## config.mk

```make
export PLATFORM = sky130hd
export DESIGN_NAME = stream_pattern_masker
export DESIGN_NICKNAME = d
export VERILOG_FILES = /design/src/rtl/spm_pkg.sv /design/src/rtl/stream_pattern_masker.sv /design/src/rtl/spm_cell.sv /design/src/rtl/spm_out_fifo.sv
export SDC_FILE = /design/constraint.sdc
export NUM_CORES = 1
export LEC_CHECK = 0
export BUFFER_PORTS_ARGS = -buffer_cell sky130_fd_sc_hd__buf_2
export CAP_MARGIN = 20
export CORE_ASPECT_RATIO = 1.25
export CORE_MARGIN = 3
export CORE_UTILIZATION = 45
export DETAILED_ROUTE_END_ITERATION = 16
export SLEW_MARGIN = 20
export SYNTH_ARGS = -nofsm -noshare
export SYNTH_HDL_FRONTEND = slang
export SYNTH_HIERARCHICAL = 1
export SYNTH_SLANG_ARGS = --single-unit
```

## constraint.sdc

```tcl
create_clock -name clk -period 8.6 [get_ports clk]
set_input_delay 0.43 -clock clk [delete_from_list [all_inputs] [get_ports clk]]
set_output_delay 0.43 -clock clk [all_outputs]
set_load 0.05 [all_outputs]
```

## src/rtl/spm_pkg.sv

```systemverilog
`default_nettype none

package spm_pkg;

	localparam int PAT_MAX    = 16;
	localparam int BYTE_W     = 8;
	localparam int LEN_W      = 5;
	localparam int CFG_DATA_W = 64;
	localparam int CFG_IDX_W  = 2;
	localparam int CNT_W      = $clog2(PAT_MAX + 1);
	localparam int IDX_W      = $clog2(PAT_MAX);

	localparam logic [BYTE_W-1:0] NEWLINE  = 8'd10;
	localparam logic [BYTE_W-1:0] ASTERISK = 8'd42;

	typedef logic [BYTE_W-1:0] byte_t;
	typedef logic [PAT_MAX-1:0][BYTE_W-1:0] pat_bytes_t;

	typedef enum logic [CFG_IDX_W-1:0] {
		REG_PATTERN_LEN  = 2'd0,
		REG_PATTERN_LOW  = 2'd1,
		REG_PATTERN_HIGH = 2'd2
	} cfg_reg_t;

	typedef struct packed {
		logic [BYTE_W-1:0] data_byte;
		logic              end_of_input;
	} in_item_t;

	typedef struct packed {
		logic [BYTE_W-1:0] out_byte;
		logic              last;
	} out_item_t;

	typedef struct packed {
		logic load;
		logic shift;
	} cell_ctrl_t;

endpackage

`default_nettype wire

```

## src/rtl/stream_pattern_masker.sv

```systemverilog
// Channel   Direction  Handshake              Payload
// byte      in         byte_valid/byte_stall  byte_item (data_byte, end_of_input)
// res       out        res_valid/res_stall    res_item (out_byte, last)
// cfg       in         cfg_valid/cfg_ready    cfg_index, cfg_wdata
//
// An item with n results holds the byte channel until its last result is out;
// the cell row shifts one held byte per cycle into the single result port; a
// byte with zero or one result is taken every cycle. Both need buffer room.
// Reset clears the fill count, drain counters, line flag, registers and the
// output buffer at once; there is no clearing pass.
// A two-entry output buffer lets a byte be taken while one result waits;
// byte_stall rises only while a drain is owed or the buffer is full.
`default_nettype none

module stream_pattern_masker (
	input  wire logic                                 clk,
	input  wire logic                                 arst_n,
	input  wire logic                                 byte_valid,
	output logic                                      byte_stall,
	input  wire spm_pkg::in_item_t                    byte_item,
	output logic                                      res_valid,
	input  wire logic                                 res_stall,
	output spm_pkg::out_item_t                        res_item,
	input  wire logic                                 cfg_valid,
	output logic                                      cfg_ready,
	input  wire logic [spm_pkg::CFG_IDX_W-1:0]        cfg_index,
	input  wire logic [spm_pkg::CFG_DATA_W-1:0]       cfg_wdata
);

	// configuration registers
	logic [spm_pkg::LEN_W-1:0]      pattern_len_q;
	logic [spm_pkg::CFG_DATA_W-1:0] pattern_low_q;
	logic [spm_pkg::CFG_DATA_W-1:0] pattern_high_q;

	// window control: held byte count, results still owed, line flag
	logic [spm_pkg::CNT_W-1:0] fill_q;
	logic [spm_pkg::CNT_W-1:0] plain_q;
	logic [spm_pkg::CNT_W-1:0] ast_q;
	logic                      line_nonempty_q;

	spm_pkg::pat_bytes_t       pat;
	logic [spm_pkg::CNT_W-1:0] len_eff;

	spm_pkg::cell_ctrl_t       cell_ctrl [spm_pkg::PAT_MAX];
	spm_pkg::byte_t            cell_byte [spm_pkg::PAT_MAX];
	logic [spm_pkg::PAT_MAX-1:0] cell_hits [spm_pkg::PAT_MAX];
	spm_pkg::byte_t            load_byte;

	logic                      accept;
	logic                      busy;
	logic                      fifo_full;
	logic                      is_eoi;
	logic                      is_nl;
	logic                      is_data;
	logic                      append;

	logic [spm_pkg::PAT_MAX-1:0] start_ok;
	logic [spm_pkg::CNT_W-1:0] sel_start;
	logic [spm_pkg::CNT_W-1:0] tail_len;
	logic                      found;

	logic [spm_pkg::CNT_W-1:0] plain_new;
	logic [spm_pkg::CNT_W-1:0] ast_new;
	logic [spm_pkg::CNT_W-1:0] cur_plain;
	logic [spm_pkg::CNT_W-1:0] cur_ast;
	logic [spm_pkg::CNT_W-1:0] cur_fill;
	logic                      emit;
	spm_pkg::out_item_t        emit_item;

	assign cfg_ready = 1'b1;

	// byte 0 of the pattern sits in the low bits of pattern_low
	assign pat = spm_pkg::pat_bytes_t'({pattern_high_q, pattern_low_q});

	// saturate the length to the cell count
	assign len_eff = (spm_pkg::CNT_W'(pattern_len_q) > spm_pkg::CNT_W'(spm_pkg::PAT_MAX))
		? spm_pkg::CNT_W'(spm_pkg::PAT_MAX) : spm_pkg::CNT_W'(pattern_len_q);

	always_ff @(posedge clk or negedge arst_n) begin
		if (!arst_n) begin
			pattern_len_q  <= '0;
			pattern_low_q  <= '0;
			pattern_high_q <= '0;
		end else if (cfg_valid && cfg_ready) begin
			unique case (cfg_index)
				spm_pkg::REG_PATTERN_LEN:  pattern_len_q  <= cfg_wdata[spm_pkg::LEN_W-1:0];
				spm_pkg::REG_PATTERN_LOW:  pattern_low_q  <= cfg_wdata;
				spm_pkg::REG_PATTERN_HIGH: pattern_high_q <= cfg_wdata;
				default: begin
					// no register at this index: drop the write
				end
			endcase
		end
	end

	// ---------------------------------------------------------------------
	// Item decode. A newline, or end of input on a line with content, puts a
	// newline byte into the row behind the held bytes so that the drain gives
	// it out last and unmasked.
	// ---------------------------------------------------------------------
	assign busy       = (plain_q != '0) || (ast_q != '0);
	assign byte_stall = busy || fifo_full;
	assign accept     = byte_valid && !byte_stall;

	assign is_eoi  = byte_item.end_of_input;
	assign is_nl   = !is_eoi && (byte_item.data_byte == spm_pkg::NEWLINE);
	assign is_data = !is_eoi && !is_nl;
	assign append  = accept && (is_data || is_nl || (is_eoi && line_nonempty_q));

	assign load_byte = is_data ? byte_item.data_byte : spm_pkg::NEWLINE;

	// ---------------------------------------------------------------------
	// Window match. With the new byte loaded at place fill_q, a start s is
	// good when the bytes from s on form a prefix of the pattern no longer
	// than the pattern. Take the leftmost good start; everything in front of
	// it can no longer begin a match and goes out unchanged.
	// ---------------------------------------------------------------------
	always_comb begin
		for (int s = 0; s < spm_pkg::PAT_MAX; s++) begin
			start_ok[s] = (spm_pkg::CNT_W'(s) <= fill_q) &&
				(spm_pkg::CNT_W'(int'(fill_q) + 1 - s) <= len_eff);
			for (int i = 0; i < spm_pkg::PAT_MAX; i++) begin
				if (i >= s && spm_pkg::CNT_W'(i) <= fill_q) begin
					start_ok[s] = start_ok[s] && cell_hits[i][spm_pkg::IDX_W'(i - s)];
				end
			end
		end
	end

	always_comb begin
		sel_start = fill_q + spm_pkg::CNT_W'(1);
		for (int s = spm_pkg::PAT_MAX - 1; s >= 0; s--) begin
			if (start_ok[s]) begin
				sel_start = spm_pkg::CNT_W'(s);
			end
		end
	end

	assign tail_len = fill_q + spm_pkg::CNT_W'(1) - sel_start;
	assign found    = (len_eff != '0) && (tail_len == len_eff);

	always_comb begin
		priority if (is_data) begin
			plain_new = sel_start;
			ast_new   = found ? tail_len : '0;
		end else if (append) begin
			plain_new = fill_q + spm_pkg::CNT_W'(1);
			ast_new   = '0;
		end else begin
			plain_new = '0;
			ast_new   = '0;
		end
	end

	// ---------------------------------------------------------------------
	// Drain: plain bytes first, then asterisks for a found match. Each result
	// shifts the row by one place. The first result of an item leaves in the
	// cycle the item is taken.
	// ---------------------------------------------------------------------
	assign cur_plain = accept ? plain_new : plain_q;
	assign cur_ast   = accept ? ast_new : ast_q;
	always_comb begin
		priority if (!accept) begin
			cur_fill = fill_q;
		end else if (append) begin
			cur_fill = fill_q + spm_pkg::CNT_W'(1);
		end else begin
			cur_fill = '0;
		end
	end

	assign emit = ((cur_plain != '0) || (cur_ast != '0)) && !fifo_full;

	assign emit_item.out_byte = (cur_plain != '0) ? cell_byte[0] : spm_pkg::ASTERISK;
	assign emit_item.last     = ((cur_plain + cur_ast) == spm_pkg::CNT_W'(1));

	always_ff @(posedge clk or negedge arst_n) begin
		if (!arst_n) begin
			fill_q          <= '0;
			plain_q         <= '0;
			ast_q           <= '0;
			line_nonempty_q <= 1'b0;
		end else begin
			if (emit) begin
				fill_q <= cur_fill - spm_pkg::CNT_W'(1);
				if (cur_plain != '0) begin
					plain_q <= cur_plain - spm_pkg::CNT_W'(1);
					ast_q   <= cur_ast;
				end else begin
					plain_q <= cur_plain;
					ast_q   <= cur_ast - spm_pkg::CNT_W'(1);
				end
			end else begin
				fill_q  <= cur_fill;
				plain_q <= cur_plain;
				ast_q   <= cur_ast;
			end
			if (accept) begin
				line_nonempty_q <= is_data;
			end
		end
	end

	// ---------------------------------------------------------------------
	// Row of cells: cell k holds window place k and hands its byte to cell
	// k-1 on every result given out.
	// ---------------------------------------------------------------------
	for (genvar k = 0; k < spm_pkg::PAT_MAX; k++) begin : g_cell
		assign cell_ctrl[k].load  = append && (fill_q[spm_pkg::IDX_W-1:0] == spm_pkg::IDX_W'(k));
		assign cell_ctrl[k].shift = emit;

		if (k == spm_pkg::PAT_MAX - 1) begin : g_end
			spm_cell u_cell (
				.clk       (clk),
				.ctrl      (cell_ctrl[k]),
				.new_byte  (load_byte),
				.next_byte (spm_pkg::byte_t'(0)),
				.pattern   (pat),
				.cur_byte  (cell_byte[k]),
				.hits      (cell_hits[k])
			);
		end else begin : g_mid
			spm_cell u_cell (
				.clk       (clk),
				.ctrl      (cell_ctrl[k]),
				.new_byte  (load_byte),
				.next_byte (cell_byte[k+1]),
				.pattern   (pat),
				.cur_byte  (cell_byte[k]),
				.hits      (cell_hits[k])
			);
		end
	end

	spm_out_fifo u_out_fifo (
		.clk       (clk),
		.arst_n    (arst_n),
		.push      (emit),
		.push_item (emit_item),
		.full      (fifo_full),
		.valid     (res_valid),
		.stall     (res_stall),
		.item      (res_item)
	);

endmodule

`default_nettype wire

```

## src/rtl/spm_cell.sv

```systemverilog
`default_nettype none

module spm_cell (
	input  wire logic                clk,
	input  wire spm_pkg::cell_ctrl_t ctrl,
	input  wire spm_pkg::byte_t      new_byte,
	input  wire spm_pkg::byte_t      next_byte,
	input  wire spm_pkg::pat_bytes_t pattern,
	output spm_pkg::byte_t           cur_byte,
	output logic [spm_pkg::PAT_MAX-1:0] hits
);

	spm_pkg::byte_t byte_q;

	// the byte this cell shows this cycle, with a fresh load already folded in
	assign cur_byte = ctrl.load ? new_byte : byte_q;

	always_comb begin
		for (int j = 0; j < spm_pkg::PAT_MAX; j++) begin
			hits[j] = (cur_byte == pattern[j]);
		end
	end

	// shift wins: a byte loaded into this place moves on to the left neighbour
	always_ff @(posedge clk) begin
		if (ctrl.shift) begin
			byte_q <= next_byte;
		end else if (ctrl.load) begin
			byte_q <= new_byte;
		end
	end

endmodule

`default_nettype wire

```

## src/rtl/spm_out_fifo.sv

```systemverilog
`default_nettype none

module spm_out_fifo (
	input  wire logic               clk,
	input  wire logic               arst_n,
	input  wire logic               push,
	input  wire spm_pkg::out_item_t push_item,
	output logic                    full,
	output logic                    valid,
	input  wire logic               stall,
	output spm_pkg::out_item_t      item
);

	spm_pkg::out_item_t entry_q [2];
	logic               wr_ptr_q;
	logic               rd_ptr_q;
	logic [1:0]         count_q;
	logic               pop;

	assign full  = (count_q == 2'd2);
	assign valid = (count_q != 2'd0);
	assign item  = entry_q[rd_ptr_q];
	assign pop   = valid && !stall;

	always_ff @(posedge clk) begin
		if (push) begin
			entry_q[wr_ptr_q] <= push_item;
		end
	end

	always_ff @(posedge clk or negedge arst_n) begin
		if (!arst_n) begin
			wr_ptr_q <= 1'b0;
			rd_ptr_q <= 1'b0;
			count_q  <= 2'd0;
		end else begin
			if (push) begin
				wr_ptr_q <= !wr_ptr_q;
			end
			if (pop) begin
				rd_ptr_q <= !rd_ptr_q;
			end
			count_q <= count_q + {1'b0, push} - {1'b0, pop};
		end
	end

endmodule

`default_nettype wire

```

==> results.yml <==
hold_path:
  worstHoldStart: "cfg_wdata[40]"
  hold_class: "input port to flip-flop"
  hold_path_end: "pattern_low_q[40]"
  hold_depth: 2
drt:
  drcViolationCount: 0
  wl_per_cell_um: 27.5
  drt_iter0_markers: 2444
  ant_nets: 0
  drtPass1Iterations: 6
  vias: 21500
  vias_per_cell: 5.95
  routed_wl_um: 99300
clocking:
  clock-root-buffer: "clkbuf_16"
  clk_pin_slew_worst_paths_ps: 70
  cts_inserted_buffers: 28
  cts_tree: "built"
  cts_max_level: 1
  worstSkewPairLatency_ps: 590
  clock_sinks: 235
  clockBufferDepth: 3
timing:
  finalSetupViolations: 0
  period_share_pct: 97.6
  fin_crit_ps: 8390
  worstMarginPinSlew_ps: 1260
  maxSlewViolCount: 0
  relSlewSlack_pct: 16.2
  worst_clock_skew_ps: 13.9
  final.setup.tns_ps: 0
  hold_viol_final: 0
  hold_slack_ps: 67.0
  max_freq_ghz: 0.119
job:
  maxCapViolCount: 0
placement:
  routabilityCongestion: 1.05
  io_buffers: 90
  placed_cells: 3499
  dpl.hpwl_um: 73400
setup_path:
  critPathArrivalTime_ps: 8860
  critPathBufInv: 5
  critical-path-top-delay-family: "simple AND/OR/NAND/NOR gates"
  cp_max_fo: 25
  cp_slowest_cell: "or4_1"
  reg2reg_from: "fill_q[0]"
  worstSetupEndpointType: "flip-flop"
  reg2reg_slack_ps: 210
  r2r-end: "g_cell[14].g_mid.u_cell/byte_q[0]"
  critical_path_depth: 34
  critPathMaxStageDelay_ps: 560
  worstSetupPathType: "flip-flop to flip-flop"
  required_ps: 9070
  reg2reg_depth: 34
  startpoint_type: "flip-flop"
floorplan:
  ioPinCount: 92
  coreArea_um2: 57500
  std_cell_rows: 98
  start_util_pct: 45.8
  fp.dieH_um: 276
  die_w_um: 222
  dieArea_um2: 61400
yosys:
  yosys_warnings: 6
  syn_avg_cell_area_um2: 9.91
  synth_area_um2: 26300
  syn_inst: 2655
grt:
  grt_pass1_vias: 21400
  grt_pass1_wl_um: 142000
  grt_usage_pct: 30.6
  grt_overflow_total: 0
  grt_max_degree: 65
  antenna_found_initial: 1
final_layout:
  synthToLayoutAreaGrowth_pct: 10.8
  final_common_cell: "xor2_1"
  mostFrequentLayoutCells: "807 x xor2_1, 226 x buf_4, 206 x nand4_1"
  n_antenna_cell: 0
  nets: 2988
  finalCoreUtilization_pct: 50.7
  finalNonFillerCells: 3609
  fillCellCount: 5152
  drive_above_1_share_pct: 28.0
power:
  power_frac_seq_pct: 18.4
  switching_power_uw: 6320
  switching_share_pct: 50.4
  p_int_uw: 6230
  leakage_uw: 0.0124
  clkPwrFrac_pct: 10.2
  power_density_nw_per_um2: 431
  peakVddDrop_mv: 0.236
  pwr-share-comb_pct: 71.4
run_status:
  outcome: "finished, final reports clean"
-- power groups by stage --
stage / Clock [µW] / Sequential, µW / Combinational (µW)
floorplan: 0 / 2170 / 6780
global placement: 0 / 2290 / 8170
detailed placement: 0 / 2300 / 8400
CTS: 1300 / 2280 / 8490
global route: 1340 / 2320 / 9640
finish: 1280 / 2310 / 8960
-- registers in the layout (all words and copies together), names as in the netlist --
signal,flops
plain_q,5
g_cell.g_mid.u_cell/byte_q,120
u_out_fifo/entry_q,18
ast_q,5
pattern_len_q,5
g_cell.g_end.u_cell/byte_q,8
pattern_low_q,64
fill_q,5
u_out_fifo/count_q,2
u_out_fifo/rd_ptr_q,1
u_out_fifo/wr_ptr_q,1
line_nonempty_q,1
-- metal layers --
| metal | part of all wire (%) | vias up | wire (µm) | track usage, % |
|---|---|---|---|---|
| met4 | 9.2 | 2 | 9120 | 20.9 |
| met2 | 44 | 1155 | 43600 | 48.8 |
| met3 | 9.0 | 497 | 8940 | 6.77 |
| met1 | 38 | 10400 | 37500 | 36.7 |
| met5 | 0.013 | - | 13 | 0 |
| li1 | - | 9421 | - | - |
-- repair_timing --
item                                    CTS  global route
pin swaps                                 0             8
hold endpoints to repair                 42             0
hold buffers                              1             0
setup buffers                             7            46
cloned                                    0             4
gates resized for setup                   7            33
endpoints found under the setup margin  139           161
-- how the worst max path moves through the flow --
stage | from | to | slack, ps
finish | fill_q[0] | g_cell[14].g_mid.u_cell/byte_q[0] | 210
CTS | u_out_fifo/count_q[1] | g_cell[10].g_mid.u_cell/byte_q[7] | 30
global placement | u_out_fifo/count_q[1] | g_cell[12].g_mid.u_cell/byte_q[3] | -80
global route | u_out_fifo/count_q[1] | g_cell[14].g_mid.u_cell/byte_q[0] | -70
detailed placement | u_out_fifo/count_q[1] | g_cell[10].g_mid.u_cell/byte_q[7] | -200
floorplan | u_out_fifo/count_q[1] | u_out_fifo/entry_q[0][0] | 80
-- through the flow --
step	area (µm²)	power [µW]	setup WS, ps
6_report	29100	12600	209
5_1_grt	29100	13300	-74.5
4_1_cts	28500	12100	27.3
3_5_place_dp	27400	10700	-202
3_3_place_gp	27400	10500	-80.8
2_1_floorplan	26400	8950	78.2
-- layout make-up --
cell class | count | area (µm²) | share of cell area, %
clock buffer | 38 | 821 | 2.82
tap | 750 | 938 | 3.22
clock inverter | 14 | 154 | 0.528
timing repair buffer | 341 | 2670 | 9.17
sequential | 235 | 5330 | 18.3
inverter | 171 | 642 | 2.20
multi-input combinational | 2060 | 18600 | 63.8
-- worst reg2reg max path, delay by kind of cell, from the launching register on --
| family | cells | cell delay [ps] |
|---|---|---|
| mux | 2 | 710 |
| compound gates | 12 | 2100 |
| simple gates | 9 | 2280 |
| flops | 1 | 370 |
| buf+inv | 5 | 1110 |
| xor+xnor | 2 | 360 |
| fa+ha+maj | 4 | 1330 |
Note: power is estimated with default switching activity, not from simulation.
